`src/rtl/core/assert_macros.svh`:
```
// Assertion macros for the RTL files that check their own behaviour.
`ifndef ASSERT_MACROS_SVH
`define ASSERT_MACROS_SVH

// The consequent must hold in the same cycle as the antecedent.
`define ASSERT_SAME(label, clk, rst_n, ante, cons) \
    label: assert property (@(posedge clk) disable iff (!rst_n) (ante) |-> (cons)) \
        else $error("assertion failed: same-cycle implication");

// The consequent must hold in the cycle after the antecedent.
`define ASSERT_NEXT(label, clk, rst_n, ante, cons) \
    label: assert property (@(posedge clk) disable iff (!rst_n) (ante) |=> (cons)) \
        else $error("assertion failed: next-cycle implication");

`endif

```
`src/rtl/core/yq2rgb_pkg.sv`:
```
package yq2rgb_pkg;

    // Width of every intermediate sum; all of them fit in 21 signed bits.
    localparam int SUM_W = 21;

    typedef enum logic
    {
        MODE_SHIFT5 = 1'b0,
        MODE_BT601  = 1'b1
    } mode_t;

    // BT.601 studio range, Q10.
    localparam logic signed [SUM_W-1:0] BT_Y    = 21'sd1192;
    localparam logic signed [SUM_W-1:0] BT_RND  = 21'sd512;
    localparam logic signed [SUM_W-1:0] BT_RV   = 21'sd1634;
    localparam logic signed [SUM_W-1:0] BT_GV   = 21'sd833;
    localparam logic signed [SUM_W-1:0] BT_GU   = 21'sd400;
    localparam logic signed [SUM_W-1:0] BT_BU   = 21'sd2066;
    localparam logic [7:0]              BT_YMIN = 8'd16;
    localparam int                      BT_SHIFT = 10;

    // Shift-by-5 approximation.
    localparam logic signed [SUM_W-1:0] AP_RV   = 21'sd45;
    localparam logic signed [SUM_W-1:0] AP_GU   = 21'sd11;
    localparam logic signed [SUM_W-1:0] AP_GV   = 21'sd23;
    localparam logic signed [SUM_W-1:0] AP_BU   = 21'sd57;
    localparam int                      AP_SHIFT = 5;

    typedef struct packed
    {
        logic [7:0] luma_top_left;
        logic [7:0] luma_top_right;
        logic [7:0] luma_bottom_left;
        logic [7:0] luma_bottom_right;
        logic [7:0] chroma_v;
        logic [7:0] chroma_u;
    } quad_t;

    typedef struct packed
    {
        logic [7:0] red_top_left;
        logic [7:0] green_top_left;
        logic [7:0] blue_top_left;
        logic [7:0] red_top_right;
        logic [7:0] green_top_right;
        logic [7:0] blue_top_right;
        logic [7:0] red_bottom_left;
        logic [7:0] green_bottom_left;
        logic [7:0] blue_bottom_left;
        logic [7:0] red_bottom_right;
        logic [7:0] green_bottom_right;
        logic [7:0] blue_bottom_right;
    } rgb_t;

    // Control from the top level to the first pipeline stage.
    typedef struct packed
    {
        logic  load;
        mode_t mode;
    } stage_ctrl_t;

    // Registered chroma contributions shared by all four lanes.
    typedef struct packed
    {
        mode_t                   mode;
        logic signed [SUM_W-1:0] red;
        logic signed [SUM_W-1:0] green;
        logic signed [SUM_W-1:0] blue;
    } chroma_terms_t;

    typedef struct packed
    {
        logic [7:0] red;
        logic [7:0] green;
        logic [7:0] blue;
    } lane_rgb_t;

endpackage

```
`src/rtl/core/yq2rgb_chroma.sv`:
```
module yq2rgb_chroma
(
    input  logic                      clk,
    input  yq2rgb_pkg::stage_ctrl_t   ctrl,
    input  logic [7:0]                chroma_v,
    input  logic [7:0]                chroma_u,
    output yq2rgb_pkg::chroma_terms_t terms
);

    // Offset-binary chroma: subtracting 128 flips the top bit.
    logic signed [7:0]                    v_c;
    logic signed [7:0]                    u_c;
    logic signed [yq2rgb_pkg::SUM_W-1:0]  v_ext;
    logic signed [yq2rgb_pkg::SUM_W-1:0]  u_ext;
    yq2rgb_pkg::chroma_terms_t            terms_next;
    yq2rgb_pkg::chroma_terms_t            terms_reg;

    assign v_c   = $signed({~chroma_v[7], chroma_v[6:0]});
    assign u_c   = $signed({~chroma_u[7], chroma_u[6:0]});
    assign v_ext = yq2rgb_pkg::SUM_W'(v_c);
    assign u_ext = yq2rgb_pkg::SUM_W'(u_c);

    always_comb
    begin
        terms_next.mode = ctrl.mode;
        case (ctrl.mode)
            yq2rgb_pkg::MODE_BT601:
            begin
                terms_next.red   = v_ext * yq2rgb_pkg::BT_RV;
                terms_next.green = -(v_ext * yq2rgb_pkg::BT_GV)
                                   - (u_ext * yq2rgb_pkg::BT_GU);
                terms_next.blue  = u_ext * yq2rgb_pkg::BT_BU;
            end
            default:
            begin
                // Each product is floored on its own before the sums.
                terms_next.red   = (v_ext * yq2rgb_pkg::AP_RV) >>> yq2rgb_pkg::AP_SHIFT;
                terms_next.green = -(((u_ext * yq2rgb_pkg::AP_GU) >>> yq2rgb_pkg::AP_SHIFT)
                                   + ((v_ext * yq2rgb_pkg::AP_GV) >>> yq2rgb_pkg::AP_SHIFT));
                terms_next.blue  = (u_ext * yq2rgb_pkg::AP_BU) >>> yq2rgb_pkg::AP_SHIFT;
            end
        endcase
    end

    always_ff @(posedge clk)
    begin
        if (ctrl.load)
        begin
            terms_reg <= terms_next;
        end
    end

    assign terms = terms_reg;

endmodule

```
`src/rtl/core/yq2rgb_lane.sv`:
```
module yq2rgb_lane
(
    input  logic                      clk,
    input  yq2rgb_pkg::stage_ctrl_t   ctrl,
    input  logic [7:0]                luma,
    input  yq2rgb_pkg::chroma_terms_t terms,
    output yq2rgb_pkg::lane_rgb_t     rgb
);

    logic [7:0]                           luma_clamped;
    logic signed [yq2rgb_pkg::SUM_W-1:0]  luma_ext;
    logic signed [yq2rgb_pkg::SUM_W-1:0]  luma_term_next;
    logic signed [yq2rgb_pkg::SUM_W-1:0]  luma_term_reg;
    logic signed [yq2rgb_pkg::SUM_W-1:0]  sum_r;
    logic signed [yq2rgb_pkg::SUM_W-1:0]  sum_g;
    logic signed [yq2rgb_pkg::SUM_W-1:0]  sum_b;

    function automatic logic [7:0] sat8(input logic signed [yq2rgb_pkg::SUM_W-1:0] x);
        logic [7:0] res;
        if (x < 0)
            res = 8'd0;
        else if (x > 255)
            res = 8'd255;
        else
            res = x[7:0];
        return res;
    endfunction

    function automatic logic signed [yq2rgb_pkg::SUM_W-1:0] scale(
        input yq2rgb_pkg::mode_t           mode,
        input logic signed [yq2rgb_pkg::SUM_W-1:0] x);
        logic signed [yq2rgb_pkg::SUM_W-1:0] res;
        case (mode)
            yq2rgb_pkg::MODE_BT601: res = x >>> yq2rgb_pkg::BT_SHIFT;
            default:                res = x;
        endcase
        return res;
    endfunction

    // First stage: the luma contribution of this lane.
    assign luma_clamped = (luma < yq2rgb_pkg::BT_YMIN) ? yq2rgb_pkg::BT_YMIN : luma;
    assign luma_ext     = $signed(yq2rgb_pkg::SUM_W'(luma_clamped - yq2rgb_pkg::BT_YMIN));

    always_comb
    begin
        case (ctrl.mode)
            yq2rgb_pkg::MODE_BT601:
                luma_term_next = luma_ext * yq2rgb_pkg::BT_Y + yq2rgb_pkg::BT_RND;
            default:
                luma_term_next = $signed(yq2rgb_pkg::SUM_W'(luma));
        endcase
    end

    always_ff @(posedge clk)
    begin
        if (ctrl.load)
        begin
            luma_term_reg <= luma_term_next;
        end
    end

    // Second stage: add the shared chroma terms, scale in BT.601 mode and saturate.
    assign sum_r = luma_term_reg + terms.red;
    assign sum_g = luma_term_reg + terms.green;
    assign sum_b = luma_term_reg + terms.blue;

    assign rgb.red   = sat8(scale(terms.mode, sum_r));
    assign rgb.green = sat8(scale(terms.mode, sum_g));
    assign rgb.blue  = sat8(scale(terms.mode, sum_b));

endmodule

```
`src/rtl/core/yuv420_quad_to_rgb.sv`:
```
// NV21 2x2 quad to RGB converter. One transfer on the quad channel carries
// the four Y samples of a 2x2 luma block and the V and U bytes they share;
// one transfer on the rgb channel returns the four RGB pixels of that block
// in the same order, each channel saturated to 0..255. With conversion mode
// 1 (the reset value) the BT.601 studio-range equations are used in Q10 fixed
// point with luma raised to at least 16; with mode 0 a cheap shift-by-5
// integer approximation is used. A new quad is taken every clock cycle
// unless both stages hold data and the rgb channel is not ready; its result
// passes from the first-stage registers into the output register before it
// is offered. One stage forms the per-lane luma and shared chroma products,
// the second adds, scales and saturates into the output register. Write the
// mode only while no quad is in flight.
`include "assert_macros.svh"

module yuv420_quad_to_rgb
(
    input  logic              clk,
    input  logic              rst_n,

    input  logic              mode_we,
    input  logic              mode_wdata,

    input  logic              quad_valid,
    output logic              quad_ready,
    input  yq2rgb_pkg::quad_t quad,

    output logic              rgb_valid,
    input  logic              rgb_ready,
    output yq2rgb_pkg::rgb_t  rgb
);

    yq2rgb_pkg::mode_t          mode_reg;
    logic                       s1_valid_reg;
    logic                       s1_valid_next;
    logic                       rgb_valid_reg;
    logic                       rgb_valid_next;
    yq2rgb_pkg::rgb_t           rgb_reg;
    logic                       in_xfer;
    logic                       out_load;
    yq2rgb_pkg::stage_ctrl_t    s1_ctrl;
    yq2rgb_pkg::chroma_terms_t  terms;
    yq2rgb_pkg::lane_rgb_t      lane_tl;
    yq2rgb_pkg::lane_rgb_t      lane_tr;
    yq2rgb_pkg::lane_rgb_t      lane_bl;
    yq2rgb_pkg::lane_rgb_t      lane_br;

    // Conversion mode register; only bit 0 of the written value exists.
    always_ff @(posedge clk or negedge rst_n)
    begin
        if (!rst_n)
        begin
            mode_reg <= yq2rgb_pkg::MODE_BT601;
        end
        else if (mode_we)
        begin
            mode_reg <= yq2rgb_pkg::mode_t'(mode_wdata);
        end
    end

    // The second stage moves into the output register whenever that register
    // is empty or its content is being transferred in this cycle. The first
    // stage can take a new quad whenever it is empty or is moving on, so a
    // full output register that is being drained never stalls the input.
    assign out_load   = s1_valid_reg && (!rgb_valid_reg || rgb_ready);
    assign quad_ready = !s1_valid_reg || out_load;
    assign in_xfer    = quad_valid && quad_ready;

    assign s1_ctrl.load = in_xfer;
    assign s1_ctrl.mode = mode_reg;

    always_comb
    begin
        s1_valid_next = s1_valid_reg;
        if (in_xfer)
            s1_valid_next = 1'b1;
        else if (out_load)
            s1_valid_next = 1'b0;

        rgb_valid_next = rgb_valid_reg;
        if (out_load)
            rgb_valid_next = 1'b1;
        else if (rgb_ready)
            rgb_valid_next = 1'b0;
    end

    always_ff @(posedge clk or negedge rst_n)
    begin
        if (!rst_n)
        begin
            s1_valid_reg  <= 1'b0;
            rgb_valid_reg <= 1'b0;
        end
        else
        begin
            s1_valid_reg  <= s1_valid_next;
            rgb_valid_reg <= rgb_valid_next;
        end
    end

    // Chroma products are formed once per quad and shared by the four lanes.
    yq2rgb_chroma u_chroma
    (
        .clk      (clk),
        .ctrl     (s1_ctrl),
        .chroma_v (quad.chroma_v),
        .chroma_u (quad.chroma_u),
        .terms    (terms)
    );

    yq2rgb_lane u_lane_tl
    (
        .clk   (clk),
        .ctrl  (s1_ctrl),
        .luma  (quad.luma_top_left),
        .terms (terms),
        .rgb   (lane_tl)
    );

    yq2rgb_lane u_lane_tr
    (
        .clk   (clk),
        .ctrl  (s1_ctrl),
        .luma  (quad.luma_top_right),
        .terms (terms),
        .rgb   (lane_tr)
    );

    yq2rgb_lane u_lane_bl
    (
        .clk   (clk),
        .ctrl  (s1_ctrl),
        .luma  (quad.luma_bottom_left),
        .terms (terms),
        .rgb   (lane_bl)
    );

    yq2rgb_lane u_lane_br
    (
        .clk   (clk),
        .ctrl  (s1_ctrl),
        .luma  (quad.luma_bottom_right),
        .terms (terms),
        .rgb   (lane_br)
    );

    // Output register: gathers the four lane results into one result item.
    always_ff @(posedge clk)
    begin
        if (out_load)
        begin
            rgb_reg.red_top_left       <= lane_tl.red;
            rgb_reg.green_top_left     <= lane_tl.green;
            rgb_reg.blue_top_left      <= lane_tl.blue;
            rgb_reg.red_top_right      <= lane_tr.red;
            rgb_reg.green_top_right    <= lane_tr.green;
            rgb_reg.blue_top_right     <= lane_tr.blue;
            rgb_reg.red_bottom_left    <= lane_bl.red;
            rgb_reg.green_bottom_left  <= lane_bl.green;
            rgb_reg.blue_bottom_left   <= lane_bl.blue;
            rgb_reg.red_bottom_right   <= lane_br.red;
            rgb_reg.green_bottom_right <= lane_br.green;
            rgb_reg.blue_bottom_right  <= lane_br.blue;
        end
    end

    assign rgb_valid = rgb_valid_reg;
    assign rgb       = rgb_reg;

    // The input stalls only when both stages hold data and the output is held.
    `ASSERT_SAME(a_stall_cause, clk, rst_n, !quad_ready,
                 s1_valid_reg && rgb_valid_reg && !rgb_ready)
    // An accepted quad always occupies the first stage in the next cycle.
    `ASSERT_NEXT(a_s1_fill, clk, rst_n, in_xfer, s1_valid_reg)
    // A first-stage item that may move on always reaches the output register.
    `ASSERT_NEXT(a_out_fill, clk, rst_n, out_load, rgb_valid_reg)

endmodule

```
`config.mk`:
```
export PLATFORM = sky130hd
export DESIGN_NAME = yuv420_quad_to_rgb
export DESIGN_NICKNAME = d
export VERILOG_FILES = /design/src/rtl/core/yq2rgb_pkg.sv /design/src/rtl/core/yq2rgb_chroma.sv /design/src/rtl/core/yq2rgb_lane.sv /design/src/rtl/core/yuv420_quad_to_rgb.sv
export VERILOG_INCLUDE_DIRS = /design/src /design/src/rtl/core
export SDC_FILE = /design/constraint.sdc
export NUM_CORES = 2
export LEC_CHECK = 0
export BUFFER_PORTS_ARGS = -buffer_cell sky130_fd_sc_hd__clkbuf_2
export CORE_ASPECT_RATIO = 0.9
export CORE_UTILIZATION = 51
export CTS_CLUSTER_DIAMETER = 80
export DETAILED_ROUTE_END_ITERATION = 8
export PLACE_DENSITY = 0.76
export SYNTH_ARGS = -nofsm -noshare
export SYNTH_HDL_FRONTEND = slang
export SYNTH_SLANG_ARGS = --single-unit
export TNS_END_PERCENT = 20
```
`constraint.sdc`:
```
create_clock -name clk -period 5 [get_ports clk]
set_input_delay 1 -clock clk [delete_from_list [all_inputs] [get_ports clk]]
set_output_delay 1 -clock clk [all_outputs]
set_load 0.02 [all_outputs]
```
# Word-level counts from Yosys, hierarchy flattened
# Index checks and enable logic that the tools add are counted.
[totals] regBits=247 inputBits=54 output_inout_bits=98 elab_cells=140
[op_classes] add_sub_neg=24 mul=12 order_cmp=28 n_mux=37 bitwise=2 reduce_logical=8
[op_table] operator="$add A21 B21 Y21" n=12
[op_table] operator="$gt A21 B9 Y1 const B" n=12
[op_table] operator="$lt A21 B1 Y1 const B" n=12
[op_table] operator="$mux W20" n=12
[op_table] operator="$mux W8" n=20
[op_table] operator="$add A21 B11 Y21 const B" n=4
[op_table] operator="$mul A21 B9 Y18 const B" n=4
[op_table] operator="$mux W63" n=1
[op_table] operator="$neg A21 Y21" n=2
[op_table] operator="$mul A8 B11 Y19 const B" n=2
[op_table] operator="$sub A8 B5 Y9 const B" n=4
[op_table] operator="$lt A8 B5 Y1 const B" n=4
[op_table] operator="$mul A8 B7 Y15 const B" n=2
[op_table] operator="$mul A8 B6 Y14 const B" n=2
[op_table] operator="$sub A21 B21 Y21" n=1
[op_table] operator="$mul A8 B12 Y20 const B" n=1
[op_table] operator="$mul A8 B5 Y13 const B" n=1
[op_table] operator="$add A8 B9 Y10" n=1
[op_table] operator="$mux W1" n=4
[op_table] operator="$reduce_bool A2 Y1" n=2
[op_table] operator="$logic_and A1 B1 Y1" n=2
[op_table] operator="$logic_not A1 Y1" n=2
[op_table] operator="$logic_or A1 B1 Y1" n=2
[op_table] operator="$not A1 Y1" n=2

# Depth between registers and ports, before layout
[logic_depth] word_depth=6 depth_mapped=27 depth_no_buf=26

# Cells and area by module
# From an unflattened synthesis, not the netlist that was laid out.
[unflattened] cells_unflattened=4012 hier_area_um2=36368.6
[by_module_without_submodules] module="yq2rgb_lane (u_lane_br ...)" instances=2 cells_each=682 area_each_um2=5537.8 seq_area_each_um2=630.6
[by_module_without_submodules] module="yq2rgb_chroma" instances=1 cells_each=1096 area_each_um2=10545.1 seq_area_each_um2=1891.8
[by_module_without_submodules] module="yq2rgb_lane (u_lane_tr)" instances=1 cells_each=730 area_each_um2=5919.4 seq_area_each_um2=630.6
[by_module_without_submodules] module="yq2rgb_lane (u_lane_bl)" instances=1 cells_each=716 area_each_um2=5804.3 seq_area_each_um2=630.6
[by_module_without_submodules] module="yuv420_quad_to_rgb" instances=1 cells_each=106 area_each_um2=3024.2 seq_area_each_um2=2959.1

# Least setup slack after synthesis
# Ideal clock, no wire load.
[synth_timing] kind="input to register" startpoint="input quad[46] (netlist name)" endpoint="register u_lane_tl.luma_term_reg[19] (netlist name) (data pin)" setup_time_ns=0.266 arrival_time_ns=6.442 t_required_ns=4.734 path_slack_ns=-1.708 stages=20 n_path_buf=0 path_cell_list="nor4_1 -> nor2_1 -> ha_1 -> nor3b_1 -> ha_1 -> ha_1 -> fa_1 -> inv_1 -> fa_1 -> inv_1 -> ha_1 -> inv_1 -> o21bai_1 -> a21oi_1 -> or3b_2 -> a311oi_1 -> nand2_1 -> nor4_1 -> xor2_1 -> nor2_1"
[synth_via] elab_chain_cells=5
[synth_lines] item="start, declared" line="yuv420_quad_to_rgb.sv:25" text="input yq2rgb_pkg::quad_t quad,"
[synth_lines] item="$lt A8 B5 Y1" line="yq2rgb_lane.sv:41" text="assign luma_clamped = (luma < yq2rgb_pkg::BT_YMIN) ? yq2rgb_pkg::BT_YMIN : luma;"
[synth_lines] item="$mux W8 *" line="yq2rgb_lane.sv:41"
[synth_lines] item="$sub A8 B5 Y9 *" line="yq2rgb_lane.sv:42" text="assign luma_ext = $signed(yq2rgb_pkg::SUM_W'(luma_clamped - yq2rgb_pkg::BT_YMIN));"
[synth_lines] item="$mul A21 B9 Y18 *" line="yq2rgb_lane.sv:48" text="luma_term_next = luma_ext * yq2rgb_pkg::BT_Y + yq2rgb_pkg::BT_RND;"
[synth_lines] item="$add A21 B11 Y21 *" line="yq2rgb_lane.sv:48"
[synth_lines] item="end signal, assigned" line="yq2rgb_lane.sv:58" text="luma_term_reg <= luma_term_next;"
[synth_lines] item="end, declared" line="yq2rgb_lane.sv:13" text="logic signed [yq2rgb_pkg::SUM_W-1:0] luma_term_reg;"
# Every way passes the cells marked *; elsewhere a longest branch is shown, timed or not.
# A chain may end at the register's enable or synchronous reset.

# Worst setup path in the final report
[layout_timing] startpoint="input quad[44] (netlist name)" endpoint="register u_lane_tl.luma_term_reg[17] (netlist name) (data pin)"
# The elaborated chain is that of the path after synthesis.

==> results.txt <==
f_max -> 193 MHz
most common cell after layout, fill and taps aside -> ha_1
Total GRT Usage -> 31.0%
Worst Path Buf+Inv -> 5
setup ws final -> -0.192 ns
initial antenna violation count -> 3
flops & latches, synth -> 246
cell family with most CP delay -> adder cells
placed insts -> 5444
EDFF count, synth -> 243
TritonCTS clock tree -> built
Fin. Hold Viols -> 0
r2r startpoint -> u_lane_bl.luma_term_reg[0]
clk sink count -> 246
area of the die -> 71100 sq um
worst setup path class -> primary input to flop
worst skew pair latency -> 0.59 ns
CP max stage cell -> fa_1
hold crit path type -> primary input to asynchronous set/reset pin
Overflow after GRT -> 0
prevailing post-synth register cell -> edfxtp_1
First-pass DRT Iterations -> 6
non-filler instance count after layout -> 5532
fraction of registers with async set/reset -> 1.22%
Crit path required time -> 5.45 ns
Setup crit end kind -> flop
maximum VDD drop -> 361 uV
Final ANT Viol Nets -> 0
minimum clock period -> 5.19 ns
register area share after synthesis -> 20.6%
clock buffer depth -> 3
synthesis-to-layout area growth -> 23.7%
DIE WIDTH -> 281 um
GPL Wtd Cong -> 1.03
PD cells -> 583 nW/um^2
Worst-path clk slew -> 0.06 ns
largest net degree at the start of global routing -> 88
slew margin rel. -> 25.7%
crit path launch -> quad[44]
fin. max-slew vios -> 0
Cell Chain, Critical Path -> clkbuf_2, nor4_4, buf_4, buf_4, nor2b_2, buf_4, ha_1, ha_1, ha_1, fa_1, ha_2, fa_2, a21o_1, a21oi_4, o21bai_4, a2111oi_4, a21oi_1, a311oi_2, nand2_1, buf_4, or3_1, a21oi_1
Nets -> 5419
via/cell ratio -> 5.90
fraction of the cycle the final worst path needs -> 104%
share of cells above drive strength 1 -> 21.5%
DRC Markers -> 0
Setup Skew -> 0.0176 ns
Crit path largest cell delay -> 0.46 ns
failing checks -> setup timing
effective utilization at floorplan -> 51.8%
commonest non-fill, non-tap cells in the layout -> ha_1 (567), buf_4 (456), inv_1 (424)
Min Hold Slack -> 0.208 ns
Critical Path AT -> 5.64 ns
final setup vio count -> 26
DR iter-0 viols -> 3115
Max FO, Critical Path -> 4
vias in the first global route -> 30500
status -> finished with violations
YS warnings -> 0
clock root cell -> clkbuf_16
synthesized area -> 35700 sq um
H-tree Lvls -> 1
total CTS buffers -> 29
Critical Path Source Type -> primary input
RSZ-0062 raised after global routing -> true
final WL -> 113 mm
routed length per placed instance -> 20.5 um
# IOs -> 152
Syn Area/Cell -> 8.96 sq um
most frequent CP cell -> buf_4
max FFs per register -> 96
Synth Net Count -> 4828
Vias -> 32700
Yosys cell types -> 87
Chip Height -> 253 um
first-pass GRT wire length -> 171 mm
cell leakage power -> 20.4 nW
max-cap violations -> 0
Port-buffer cells -> 151
pre-CTS setup slack -> -0.969 ns
Gate Count Post-Synth -> 3985
Hold-fix buffers, CTS -> 0
DP Wirelength -> 91.3 mm
core area -> 68900 sq um
Placement Rows -> 91
worst-margin pin slew -> 1.11 ns
[layer usage]
layer / vias up / share of wire (%) / GRT usage [%]
met5: - / 0 / 0
met4: 0 / 3.2 / 9.16
met3: 192 / 10 / 4.98
met2: 1288 / 42 / 46.0
met1: 15500 / 45 / 45.7
li1: 15700 / - / -
[per-stage QoR]
stage | utilization [%] | power [W] | setup TNS [ns] | cell area, sq um
after floorplan | - | 0.0160 | -44.23 | 36900
after global placement | 60.8 | 0.0217 | -33.38 | 41900
after detailed placement | 60.8 | 0.0220 | -39.23 | 41900
after CTS | 63.0 | 0.0247 | -2.29 | 43400
after global routing | 64.1 | 0.0275 | -8.42 | 44200
final | 64.1 | 0.0258 | -2.19 | 44200
[final cells by class]
class                      instances  area, sq um
timing repair buffer             624         4460
clock inverter                    20          269
clock buffer                      34          744
antenna                            3         7.51
multi-input combinational       3219        28400
inverter                         456         1730
fill                            5538        24700
tap                              930         1160
sequential                       246         7380
[synthesized netlist by cell type (32+ instances only)]
| library cell | number | share of area, % |
|---|---|---|
| nor3_1 | 62 | 0.87 |
| and2_1 | 36 | 0.63 |
| o21ai_0 | 238 | 3.3 |
| o21bai_1 | 57 | 1.2 |
| xnor2_1 | 238 | 5.8 |
| nor2_1 | 258 | 2.7 |
| nand2b_1 | 33 | 0.58 |
| a211oi_1 | 61 | 1.3 |
| a221oi_1 | 40 | 0.98 |
| and3_1 | 32 | 0.56 |
| inv_1 | 455 | 4.8 |
| nor2b_1 | 69 | 1.2 |
| edfxtp_1 | 243 | 20 |
| clkbuf_1 | 55 | 0.58 |
| nand3_1 | 54 | 0.76 |
| a21o_1 | 127 | 2.7 |
| xor2_1 | 149 | 3.7 |
| o21a_1 | 52 | 1.1 |
| a31oi_1 | 33 | 0.58 |
| a21oi_1 | 305 | 4.3 |
| fa_1 | 129 | 7.2 |
| nand2_1 | 178 | 1.9 |
| ha_1 | 660 | 23 |
[repair_timing]
item                                    CTS  global route
endpoints found under the setup margin   33            66
resized for setup                        53           128
setup buffers                            17            14
pin swaps                                71           101
endpoints found under the hold margin     0             0
[cells by family after synthesis]
kind of cell,count (synthesis),share of synthesized area (%)
fa+ha+maj,789,30.4
buf+inv,520,5.49
simple gates,873,12.2
flops,246,20.6
xor+xnor,387,9.49
compound gates,1134,20.8
mux,36,1.10
[report_power, final]
| group | internal (W) | total (W) | switching, W |
|---|---|---|---|
| Clock | 0.00134 | 0.00225 | 0.000907 |
| Sequential | 0.00315 | 0.00411 | 0.000960 |
| Combinational | 0.00881 | 0.0194 | 0.0106 |
| Total | 0.0133 | 0.0258 | 0.0125 |
[final timing paths]
kind,end,slack (ns),cells after the start
hold reg to reg,rgb_valid,0.50,1
min in group clk,rgb_valid,0.50,1
max in group asynchronous,mode_reg,4.59,1
hold / removal,rgb_valid,0.21,1
setup / recovery,u_lane_tl.luma_term_reg[17],-0.19,22
setup reg to reg,rgb[30],0.16,12
[worst reg2reg max path, cell delays in order (launching register included)]
cell and delay (ns):
edfxtp_1 0.59, ha_2 0.31, fa_1 0.41, a211oi_2 0.23, o21ai_1 0.19, a2111oi_4 0.37, o31ai_2 0.13, a311oi_2 0.29
xnor2_1 0.19, or4_1 0.55, or4_1 0.56, or3_4 0.46, o221a_1 0.31
No activity file was read; power rests on OpenSTA's default activity.
